==> src/sv/dar_pkg.sv <==
// Shared types, widths, register indexes and reset values for the
// direction autorepeat qualifier. No dependencies.
package dar_pkg;

  localparam int DAR_CHANNELS  = 4;
  localparam int DAR_TIME_BITS = 48;

  localparam int CHAN_W     = 2;
  localparam int ACT_W      = 2;
  localparam int AXIS_W     = 8;
  localparam int RAW_W      = 8;
  localparam int STAMP_W    = 48;
  localparam int DELAY_W    = 24;
  localparam int THR_W      = 7;
  localparam int CFG_IDX_W  = 3;
  localparam int CFG_DATA_W = 24;

  localparam int IN_TDATA_W  = 104;
  localparam int IN_TUSER_W  = 4;
  localparam int OUT_TDATA_W = 8;

  // raw stick division: numerator is 127*d or 128*d, d < 256
  localparam int NUM_W     = 15;
  localparam int QUO_W     = 8;
  localparam int DIV_STEPS = 4;

  typedef enum logic [CFG_IDX_W-1:0] {
    REG_INITIAL_DELAY    = 3'd0,
    REG_LOOP_DELAY       = 3'd1,
    REG_DECREASE_STEP    = 3'd2,
    REG_PAD_THRESHOLD    = 3'd3,
    REG_TABLET_THRESHOLD = 3'd4
  } dar_reg_t;

  typedef enum logic [ACT_W-1:0] {
    ACT_LEFT  = 2'd0,
    ACT_RIGHT = 2'd1,
    ACT_UP    = 2'd2,
    ACT_DOWN  = 2'd3
  } dar_act_t;

  localparam logic [DELAY_W-1:0] RST_INITIAL_DELAY = 24'd200000;
  localparam logic [DELAY_W-1:0] RST_LOOP_DELAY    = 24'd30000;
  localparam logic [DELAY_W-1:0] RST_DECREASE_STEP = 24'd300;
  localparam logic [THR_W-1:0]   RST_PAD_THR       = 7'd50;
  localparam logic [THR_W-1:0]   RST_TABLET_THR    = 7'd20;

  // fallback calibration for a bad raw stick calibration
  localparam logic [RAW_W-1:0] CAL_DEF_MIN    = 8'd0;
  localparam logic [RAW_W-1:0] CAL_DEF_MAX    = 8'd64;
  localparam logic [RAW_W-1:0] CAL_DEF_CENTER = 8'd32;

  localparam logic [THR_W-1:0] THR_FULL_SCALE = 7'd127;

  typedef struct packed {
    logic             start;
    logic [NUM_W-1:0] num;
    logic [QUO_W-1:0] den;
  } dar_div_req_t;

  typedef struct packed {
    logic busy;
    logic last;
  } dar_div_stat_t;

endpackage

==> src/sv/dar_div.sv <==
// Iterative restoring divider for the raw stick scaling, DIV_STEPS quotient
// bits per cycle. Depends on dar_pkg.
module dar_div import dar_pkg::*; (
  input  logic          clk,
  input  logic          rst_n,
  input  dar_div_req_t  req,
  output dar_div_stat_t stat,
  output logic [QUO_W-1:0] quo
);

  localparam int ITERS = QUO_W / DIV_STEPS;
  localparam int CNT_W = (ITERS > 1) ? $clog2(ITERS) : 1;

  logic             busy_r;
  logic [CNT_W-1:0] cnt_r;
  logic [QUO_W-1:0] rem_r, rem_nxt;
  logic [QUO_W-1:0] low_r, low_nxt;
  logic [QUO_W-1:0] quo_r, quo_nxt;
  logic [QUO_W-1:0] den_r;
  logic             last;

  // quotient is known to fit QUO_W bits, so the upper numerator bits
  // already form a remainder below the divisor
  always_comb begin
    logic [QUO_W:0] t;
    rem_nxt = rem_r;
    low_nxt = low_r;
    quo_nxt = quo_r;
    for (int i = 0; i < DIV_STEPS; i++) begin
      t       = {rem_nxt, low_nxt[QUO_W-1]};
      low_nxt = {low_nxt[QUO_W-2:0], 1'b0};
      if (t >= {1'b0, den_r}) begin
        rem_nxt = QUO_W'(t - {1'b0, den_r});
        quo_nxt = {quo_nxt[QUO_W-2:0], 1'b1};
      end else begin
        rem_nxt = t[QUO_W-1:0];
        quo_nxt = {quo_nxt[QUO_W-2:0], 1'b0};
      end
    end
  end

  assign last      = busy_r && (cnt_r == CNT_W'(ITERS - 1));
  assign stat.busy = busy_r;
  assign stat.last = last;
  assign quo       = quo_r;

  always_ff @(posedge clk) begin
    if (!rst_n) begin
      busy_r <= 1'b0;
      cnt_r  <= '0;
    end else if (req.start) begin
      busy_r <= 1'b1;
      cnt_r  <= '0;
    end else if (busy_r) begin
      cnt_r <= cnt_r + 1'b1;
      if (last) begin
        busy_r <= 1'b0;
      end
    end
  end

  always_ff @(posedge clk) begin
    if (req.start) begin
      rem_r <= QUO_W'(req.num[NUM_W-1:QUO_W]);
      low_r <= req.num[QUO_W-1:0];
      den_r <= req.den;
      quo_r <= '0;
    end else if (busy_r) begin
      rem_r <= rem_nxt;
      low_r <= low_nxt;
      quo_r <= quo_nxt;
    end
  end

endmodule

==> src/sv/dar_mem.sv <==
// Per-channel repeat state memory: last fire time and repeat delay, a
// registered read, valid bits so unwritten entries read as zero.
// Depends on dar_pkg.
module dar_mem import dar_pkg::*; #(
  parameter int CHANNELS  = DAR_CHANNELS,
  parameter int TIME_BITS = DAR_TIME_BITS,
  localparam int IDX_W    = (CHANNELS > 1) ? $clog2(CHANNELS) : 1
) (
  input  logic                 clk,
  input  logic                 rst_n,
  input  logic                 rd_en,
  input  logic [IDX_W-1:0]     rd_idx,
  output logic [TIME_BITS-1:0] rd_time,
  output logic [DELAY_W-1:0]   rd_delay,
  input  logic                 wr_en,
  input  logic [IDX_W-1:0]     wr_idx,
  input  logic [TIME_BITS-1:0] wr_time,
  input  logic [DELAY_W-1:0]   wr_delay
);

  logic [TIME_BITS-1:0] mem_time  [CHANNELS];
  logic [DELAY_W-1:0]   mem_delay [CHANNELS];
  logic [CHANNELS-1:0]  valid_r;

  logic [TIME_BITS-1:0] rd_time_r;
  logic [DELAY_W-1:0]   rd_delay_r;
  logic                 rd_valid_r;

  always_ff @(posedge clk) begin
    if (!rst_n) begin
      valid_r <= '0;
    end else if (wr_en) begin
      valid_r[wr_idx] <= 1'b1;
    end
  end

  always_ff @(posedge clk) begin
    if (wr_en) begin
      mem_time[wr_idx]  <= wr_time;
      mem_delay[wr_idx] <= wr_delay;
    end
  end

  always_ff @(posedge clk) begin
    if (rd_en) begin
      rd_time_r  <= mem_time[rd_idx];
      rd_delay_r <= mem_delay[rd_idx];
      rd_valid_r <= valid_r[rd_idx];
    end
  end

  assign rd_time  = rd_valid_r ? rd_time_r  : '0;
  assign rd_delay = rd_valid_r ? rd_delay_r : '0;

endmodule

==> src/sv/direction_autorepeat_qualifier.sv <==
// Direction autorepeat qualifier top level: input/result streams, config
// registers, control sequencer. Depends on dar_pkg, dar_div, dar_mem.
//
// Usage:
//   in_*   : one controller poll per request (channel/action in tuser,
//            buttons, sticks, raw calibration and timestamp in tdata).
//   out_*  : one result per poll, out_tdata[0] = fire.
//   cfg_*  : register writes, taken on any cycle with cfg_wr_en high;
//            write only while no poll is in flight.
// Sequence: a poll passes through the accept step, which issues the state
//   memory read and loads the divider, the raw stick divider iterations
//   (4 quotient bits each), and the update step, which decides and writes
//   the channel entry back on a fire. A new poll is taken only once the
//   current one has left the update step.
// in_tready is high whenever no poll is in flight, even while a result
//   waits in the output register. If the receiver stalls, the next poll
//   holds in the update cycle until the output register frees up; the
//   state write happens together with the result load, so nothing repeats.
// Reset (rst_n low, synchronous) empties the pipeline, restores register
//   defaults and marks every channel entry as zero via valid bits.
module direction_autorepeat_qualifier import dar_pkg::*; #(
  parameter int CHANNELS  = DAR_CHANNELS,
  parameter int TIME_BITS = DAR_TIME_BITS
) (
  input  logic                   clk,
  input  logic                   rst_n,
  input  logic                   in_tvalid,
  output logic                   in_tready,
  // tdata from bit 0: btn_new, btn_held, pad_axis[7:0], tablet_axis[7:0],
  // raw_present, raw_pos[7:0], raw_min[7:0], raw_max[7:0], raw_center[7:0],
  // timestamp_us[47:0], zero fill
  input  logic [IN_TDATA_W-1:0]  in_tdata,
  // tuser from bit 0: channel[1:0], action[1:0]
  input  logic [IN_TUSER_W-1:0]  in_tuser,
  output logic                   out_tvalid,
  input  logic                   out_tready,
  // tdata from bit 0: fire, zero fill
  output logic [OUT_TDATA_W-1:0] out_tdata,
  input  logic                   cfg_wr_en,
  input  logic [CFG_IDX_W-1:0]   cfg_index,
  input  logic [CFG_DATA_W-1:0]  cfg_wdata
);

  localparam int IDX_W = (CHANNELS > 1) ? $clog2(CHANNELS) : 1;

  typedef enum logic [1:0] {S_IDLE, S_DIV, S_UPD} state_t;
  typedef enum logic [2:0] {RAW_ZERO, RAW_MAX, RAW_MIN, RAW_POS, RAW_NEG} raw_kind_t;

  // configuration registers
  logic [DELAY_W-1:0] init_delay_r, loop_delay_r, step_r;
  logic [THR_W-1:0]   pad_thr_r, tab_thr_r;

  always_ff @(posedge clk) begin
    if (!rst_n) begin
      init_delay_r <= RST_INITIAL_DELAY;
      loop_delay_r <= RST_LOOP_DELAY;
      step_r       <= RST_DECREASE_STEP;
      pad_thr_r    <= RST_PAD_THR;
      tab_thr_r    <= RST_TABLET_THR;
    end else if (cfg_wr_en) begin
      unique case (cfg_index)
        REG_INITIAL_DELAY:    init_delay_r <= cfg_wdata[DELAY_W-1:0];
        REG_LOOP_DELAY:       loop_delay_r <= cfg_wdata[DELAY_W-1:0];
        REG_DECREASE_STEP:    step_r       <= cfg_wdata[DELAY_W-1:0];
        REG_PAD_THRESHOLD:    pad_thr_r    <= cfg_wdata[THR_W-1:0];
        REG_TABLET_THRESHOLD: tab_thr_r    <= cfg_wdata[THR_W-1:0];
        default: ;
      endcase
    end
  end

  // input field unpack
  logic [CHAN_W-1:0]  f_ch;
  logic [ACT_W-1:0]   f_act;
  logic               f_new, f_held, f_present;
  logic [AXIS_W-1:0]  f_pad, f_tab;
  logic [RAW_W-1:0]   f_pos, f_min, f_max, f_ctr;
  logic [STAMP_W-1:0] f_stamp;

  assign f_ch      = in_tuser[1:0];
  assign f_act     = in_tuser[3:2];
  assign f_new     = in_tdata[0];
  assign f_held    = in_tdata[1];
  assign f_pad     = in_tdata[9:2];
  assign f_tab     = in_tdata[17:10];
  assign f_present = in_tdata[18];
  assign f_pos     = in_tdata[26:19];
  assign f_min     = in_tdata[34:27];
  assign f_max     = in_tdata[42:35];
  assign f_ctr     = in_tdata[50:43];
  assign f_stamp   = in_tdata[98:51];

  state_t state_r, state_nxt;
  logic   accept;
  logic   in_range_c;

  assign in_tready  = (state_r == S_IDLE);
  assign accept     = in_tvalid && in_tready;
  assign in_range_c = (int'(f_ch) < CHANNELS);

  // raw stick classification and divider operands, from the request itself
  logic [RAW_W-1:0] c_min, c_max, c_ctr, d_pos, d_neg;
  raw_kind_t        kind_c;
  dar_div_req_t     div_req;

  always_comb begin
    if ((f_min >= f_ctr) || (f_max <= f_ctr)) begin
      c_min = CAL_DEF_MIN;
      c_max = CAL_DEF_MAX;
      c_ctr = CAL_DEF_CENTER;
    end else begin
      c_min = f_min;
      c_max = f_max;
      c_ctr = f_ctr;
    end
    d_pos = f_pos - c_ctr;
    d_neg = c_ctr - f_pos;
    if (!f_present)        kind_c = RAW_ZERO;
    else if (f_pos > c_max) kind_c = RAW_MAX;
    else if (f_pos < c_min) kind_c = RAW_MIN;
    else if (f_pos > c_ctr) kind_c = RAW_POS;
    else                    kind_c = RAW_NEG;
    div_req.start = accept;
    if (kind_c == RAW_POS) begin
      // 127*d as 128*d - d
      div_req.num = {d_pos, 7'b0} - NUM_W'(d_pos);
      div_req.den = c_max - c_ctr;
    end else begin
      div_req.num = {d_neg, 7'b0};
      div_req.den = c_ctr - c_min;
    end
  end

  dar_div_stat_t    div_stat;
  logic [QUO_W-1:0] div_quo;

  dar_div u_div (
    .clk   (clk),
    .rst_n (rst_n),
    .req   (div_req),
    .stat  (div_stat),
    .quo   (div_quo)
  );

  // captured request
  logic [ACT_W-1:0]     act_r;
  logic                 new_r, held_r, in_range_r;
  logic [AXIS_W-1:0]    pad_r, tab_r;
  raw_kind_t            kind_r;
  logic [TIME_BITS-1:0] now_r;
  logic [IDX_W-1:0]     idx_r;

  always_ff @(posedge clk) begin
    if (accept) begin
      act_r      <= f_act;
      new_r      <= f_new;
      held_r     <= f_held;
      pad_r      <= f_pad;
      tab_r      <= f_tab;
      kind_r     <= kind_c;
      now_r      <= TIME_BITS'(f_stamp);
      idx_r      <= IDX_W'(f_ch);
      in_range_r <= in_range_c;
    end
  end

  // state memory
  logic [TIME_BITS-1:0] rd_time;
  logic [DELAY_W-1:0]   rd_delay;
  logic                 wr_en;
  logic [TIME_BITS-1:0] wr_time;
  logic [DELAY_W-1:0]   wr_delay;

  dar_mem #(
    .CHANNELS  (CHANNELS),
    .TIME_BITS (TIME_BITS)
  ) u_mem (
    .clk      (clk),
    .rst_n    (rst_n),
    .rd_en    (accept && in_range_c),
    .rd_idx   (IDX_W'(f_ch)),
    .rd_time  (rd_time),
    .rd_delay (rd_delay),
    .wr_en    (wr_en),
    .wr_idx   (idx_r),
    .wr_time  (wr_time),
    .wr_delay (wr_delay)
  );

  // timer checks, done while the divider runs
  logic                 expired_r;
  logic [DELAY_W-1:0]   next_delay_r;
  logic [TIME_BITS-1:0] elapsed;

  assign elapsed = now_r - rd_time;

  always_ff @(posedge clk) begin
    if (state_r == S_DIV) begin
      expired_r <= (elapsed > TIME_BITS'(rd_delay));
      if (rd_delay == init_delay_r) begin
        next_delay_r <= loop_delay_r;
      end else if (rd_delay > step_r) begin
        next_delay_r <= rd_delay - step_r;
      end else begin
        next_delay_r <= rd_delay;
      end
    end
  end

  // direction decision
  logic                     neg_dir, pad_act, tab_act, raw_act, active, fire_c;
  logic signed [AXIS_W:0]   pad_s, tab_s, pthr_s, tthr_s;
  logic                     quo_gt;

  always_comb begin
    neg_dir = (act_r == ACT_LEFT) || (act_r == ACT_DOWN);
    pad_s   = {pad_r[AXIS_W-1], pad_r};
    tab_s   = {tab_r[AXIS_W-1], tab_r};
    pthr_s  = {2'b00, pad_thr_r};
    tthr_s  = {2'b00, tab_thr_r};
    pad_act = neg_dir ? (pad_s < -pthr_s) : (pad_s > pthr_s);
    tab_act = neg_dir ? (tab_s < -tthr_s) : (tab_s > tthr_s);
    quo_gt  = (div_quo > {1'b0, pad_thr_r});
    // raw value compared by magnitude: +q, -q or full scale
    case (kind_r)
      RAW_MAX: raw_act = !neg_dir && (pad_thr_r < THR_FULL_SCALE);
      RAW_MIN: raw_act = neg_dir;
      RAW_POS: raw_act = !neg_dir && quo_gt;
      RAW_NEG: raw_act = neg_dir && quo_gt;
      default: raw_act = 1'b0;
    endcase
    active = in_range_r && (new_r || held_r || pad_act || tab_act || raw_act);
    fire_c = active && (new_r || expired_r);
  end

  // sequencer and output register
  logic out_tvalid_r, out_tvalid_nxt;
  logic out_fire_r, out_fire_nxt;
  logic out_free;

  assign out_free = !out_tvalid_r || out_tready;

  always_comb begin
    state_nxt      = state_r;
    out_tvalid_nxt = out_tvalid_r && !out_tready;
    out_fire_nxt   = out_fire_r;
    wr_en          = 1'b0;
    wr_time        = now_r;
    wr_delay       = new_r ? init_delay_r : next_delay_r;
    unique case (state_r)
      S_IDLE: begin
        if (accept) state_nxt = S_DIV;
      end
      S_DIV: begin
        if (div_stat.last) state_nxt = S_UPD;
      end
      S_UPD: begin
        if (out_free) begin
          out_tvalid_nxt = 1'b1;
          out_fire_nxt   = fire_c;
          wr_en          = fire_c;
          state_nxt      = S_IDLE;
        end
      end
      default: state_nxt = S_IDLE;
    endcase
  end

  always_ff @(posedge clk) begin
    if (!rst_n) begin
      state_r      <= S_IDLE;
      out_tvalid_r <= 1'b0;
    end else begin
      state_r      <= state_nxt;
      out_tvalid_r <= out_tvalid_nxt;
    end
    out_fire_r <= out_fire_nxt;
  end

  assign out_tvalid = out_tvalid_r;
  assign out_tdata  = {{(OUT_TDATA_W-1){1'b0}}, out_fire_r};

endmodule

==> config.mk <==
export PLATFORM = sky130hd
export DESIGN_NAME = direction_autorepeat_qualifier
export DESIGN_NICKNAME = d
export VERILOG_FILES = /design/src/sv/dar_pkg.sv /design/src/sv/dar_div.sv /design/src/sv/dar_mem.sv /design/src/sv/direction_autorepeat_qualifier.sv
export SDC_FILE = /design/constraint.sdc
export NUM_CORES = 1
export LEC_CHECK = 0
export BUFFER_PORTS_ARGS = -buffer_cell sky130_fd_sc_hd__buf_2
export CORE_AREA = 5 5 362 186
export CTS_CLUSTER_DIAMETER = 100
export DETAILED_ROUTE_END_ITERATION = 10
export DIE_AREA = 0 0 367 191
export PLACE_DENSITY = 0.78
export SKIP_LAST_GASP = 1
export SLEW_MARGIN = 5
export SYNTH_ARGS = -nofsm -noshare
export SYNTH_HDL_FRONTEND = slang
export SYNTH_SLANG_ARGS = --single-unit
==> constraint.sdc <==
create_clock -name clk -period 8.8 [get_ports clk]
set_input_delay 0.44 -clock clk [delete_from_list [all_inputs] [get_ports clk]]
set_output_delay 0.44 -clock clk [all_outputs]
set_load 0.005 [all_outputs]
==> metrics.txt <==
unrepaired setup endpoints after global routing false; Core ar. 64000 sq um; most used cell, CP o21ai_1; HP Class primary input to flip-flop; Switch Pwr approximately 4.6 mW; synthesized flop and latch total 587; Setup CP Type flip-flop to flip-flop; critical path's largest stage delay 390 ps; Pre-antenna DRT Iters 8; synth warn 0; CP delay by family, top compound AO/OA/AOI/OAI gates; clk_skew 22.9 ps; GR peak layer met1; Cell variety after synth 94; final worst path period share 0.938; clock sinks 587; synthesized instance count 2693; outcome completed; area of the multi-input gates 14100 sq um; Syn Area/Cell 11.7 sq um; # fillers 5083; synthesized area around 32000 sq um; largest net degree at the start of global routing 100; gpl congestion 0.975; std cell rows 66; clock latency on the worst-skew pair 600 ps; number of global-route vias before repair around 22000; Avg Vias per Cell about 5.9; number of buffers created by CTS 53; Layout area overhead 13.0%; Cell Pwr Density ~350 nW/um^2; root buffer cell clkbuf_16; Seq/Total Area, Yosys 0.525; peak supply drop 0.00113 V; Crit Path Max Fanout 6; Max Buffers Root-to-Sink 3; residual DRC count 0; Crit. path cell count 45; Post-synth EDFFs 483; Max Cap Violations 0; Internal 7.78 mW; Post-Route WL 84000 um; GR Layer Usage met1 0.359; Gate power share 0.532; grt met2 use 0.341; CP max-delay cell edfxtp_1; Initial DRC Count ~2200; Reg2Reg Depth 45; NumNets Final between 3000 and 4000; fmax approximately 0.12 GHz; Avg WL per Cell 22.1 um; fraction of layout instances using a drive strength above 1 0.161; FF+latch area 16600 sq um; DIE HEIGHT ~190 um; switching part of the total 0.371; CP bufs+invs 8; initial core utilization 0.494; Die ar. 70100 sq um; Leak Pwr 13.6 nW; port bufs 137; fraction of registers with async set or reset after synthesis 0; CP arrival 8560 ps; I/O Pins 150; fin crit period 8250 ps; CP Capture Type flip-flop; die width 367 um; Vias 22300; H-tree levels 2; fin. max-slew vios 0; first-pass GRT wire length 129000 um; final setup vio count 0; ys flop type edfxtp_1; synth top area cells edfxtp_1, ha_1, dfxtp_1; Final TNS setup 0 ps; share of the synthesized area in the top cell type 0.459; Hold Path Depth 1; total congestion overflow 0; Clock transition at path regs 70 ps; max_slew headroom 0.205; M3 GR Usage 0.0537; CTS tree built; antenna violations before repair 2; Tot GR Track Use 0.235; antenna-violating nets left 0; Worst-Margin Slew 1190 ps; Min Hold Slack 21.6 ps; CP Launch Type flip-flop; sequential power share 0.267; HPWL Detailed about 60000 um; Clock power frac 0.202; Hold Fails Final Rpt 0; area leader, netlist edfxtp_1; Worst Path Required 9110 ps
[layout by cell type, fill, tap and decap left out, types with 10 or more instances in the layout]
cell type and instances:
edfxtp_1 483, nand2_1 370, ha_1 228, inv_1 167, buf_2 135, nor2_1 133
dfxtp_1 104, a21oi_1 103, o21ai_0 101, xnor2_1 89, buf_4 88, mux4_2 73
a21boi_0 72, nand3_1 58, clkbuf_16 53, o21a_1 48, a21o_1 45, xor2_1 42
mux2i_1 41, nor2b_1 40, mux2_2 39, nand4_1 35, nand2b_1 32, nor3_1 31
o21ai_1 20, o211ai_1 20, a211oi_1 18, dlygate4sd3_1 15, and2_1 14, o21bai_1 14
or3_1 13, and3_1 13, bufinv_16 11, o31ai_1 10, fa_1 10
[layout make-up]
cell class | instances | share of cell area
well taps | 850 | 0.0298
diodes | 1 | 0.0000700
multi-input cells | 1851 | 0.394
flip-flops and latches | 587 | 0.464
clock buffers | 62 | 0.0381
repair buffers | 239 | 0.0422
inverters | 168 | 0.0178
clock inverters | 37 | 0.0140
[cells in the mapped netlist (16+ instances only)]
| library cell | instances |
|---|---|
| nand4_1 | 35 |
| o21a_1 | 48 |
| o21ai_0 | 108 |
| buf_1 | 16 |
| xor2_1 | 42 |
| dfxtp_1 | 104 |
| nor2_1 | 134 |
| mux2_2 | 39 |
| edfxtp_1 | 483 |
| mux2i_1 | 44 |
| ha_1 | 228 |
| xnor2_1 | 89 |
| a21o_1 | 45 |
| a21oi_1 | 104 |
| inv_1 | 167 |
| a21boi_0 | 73 |
| mux4_2 | 73 |
| o211ai_1 | 20 |
| a211oi_1 | 18 |
| nor3_1 | 36 |
| clkbuf_1 | 63 |
| nor2b_1 | 41 |
| nand2b_1 | 32 |
| nand3_1 | 58 |
| nand2_1 | 370 |
[cell families (layout without fill, tap and decap cells)]
logic type	after synthesis	in the layout	synth area share
AOI/OAI and AO/OA	528	528	0.115
adders and majority gates	238	238	0.0966
and+or+nand+nor	791	791	0.115
buffers and inverters	261	506	0.0323
muxes	156	156	0.0798
other	1	8	0.000119
xor gates and xnor gates	131	131	0.0363
DFF	587	587	0.525
[per-stage QoR]
| stage | area [sq um] | cells | power (mW) | utilization | worst slack [ps] |
|---|---|---|---|---|---|
| floorplan | 31600 | 2699 | 7.08 | - | 607 |
| global route | 35700 | 3795 | 13.0 | 0.558 | 6.67 |
| global placement | 33700 | 3678 | 9.53 | 0.526 | 80.8 |
| detailed placement | 33700 | 3678 | 9.53 | 0.526 | 186 |
| finish | 35700 | 3795 | 12.4 | 0.558 | 548 |
| CTS | 35700 | 3790 | 12.0 | 0.557 | 87.8 |
[registers in the layout, indices dropped and copies added, names as in the netlist, 2 cells and up]
register / flops
init_delay_r: 24
act_r: 2
tab_thr_r: 7
idx_r: 2
u_div.quo: 8
u_div.rem_r: 8
state_r: 2
step_r: 24
kind_r: 3
u_div.den_r: 8
u_mem.valid_r: 4
loop_delay_r: 24
next_delay_r: 24
u_mem.mem_time: 192
now_r: 48
u_mem.rd_time_r: 48
u_mem.mem_delay: 96
u_div.low_r: 8
u_mem.rd_delay_r: 24
pad_r: 8
tab_r: 8
pad_thr_r: 7
[power groups by stage]
stage | logic (mW) | registers (mW) | clock network (mW)
global placement | 6.18 | 3.36 | 0
floorplan | 3.75 | 3.33 | 0
global route | 7.08 | 3.31 | 2.65
finish | 6.58 | 3.30 | 2.49
CTS | 6.23 | 3.30 | 2.52
detailed placement | 6.17 | 3.36 | 0
[routing by layer]
layer | wire [um] | share of wire
met1 | 39400 | 0.47
met5 | 13 | 0.00015
met2 | 35000 | 0.42
met3 | 7930 | 0.094
met4 | 1780 | 0.021
[path summary, 6_finish.rpt]
path | start | endpoint | slack, ps
max reg2reg | u_div.den_r[1] | u_div.rem_r[2] | 550
min reg2reg | step_r[22] | step_r[22] | 470
min | in_tdata[66] | now_r[15] | 20
max | u_div.den_r[1] | u_div.rem_r[2] | 550
[what timing repair did]
action	in CTS	in global routing
hold buffers	13	2
endpoints found under the setup margin	0	9
resized for setup	0	14
hold endpoints to repair	13	2
buffers inserted	0	2
(Power assumes the default switching activity.)
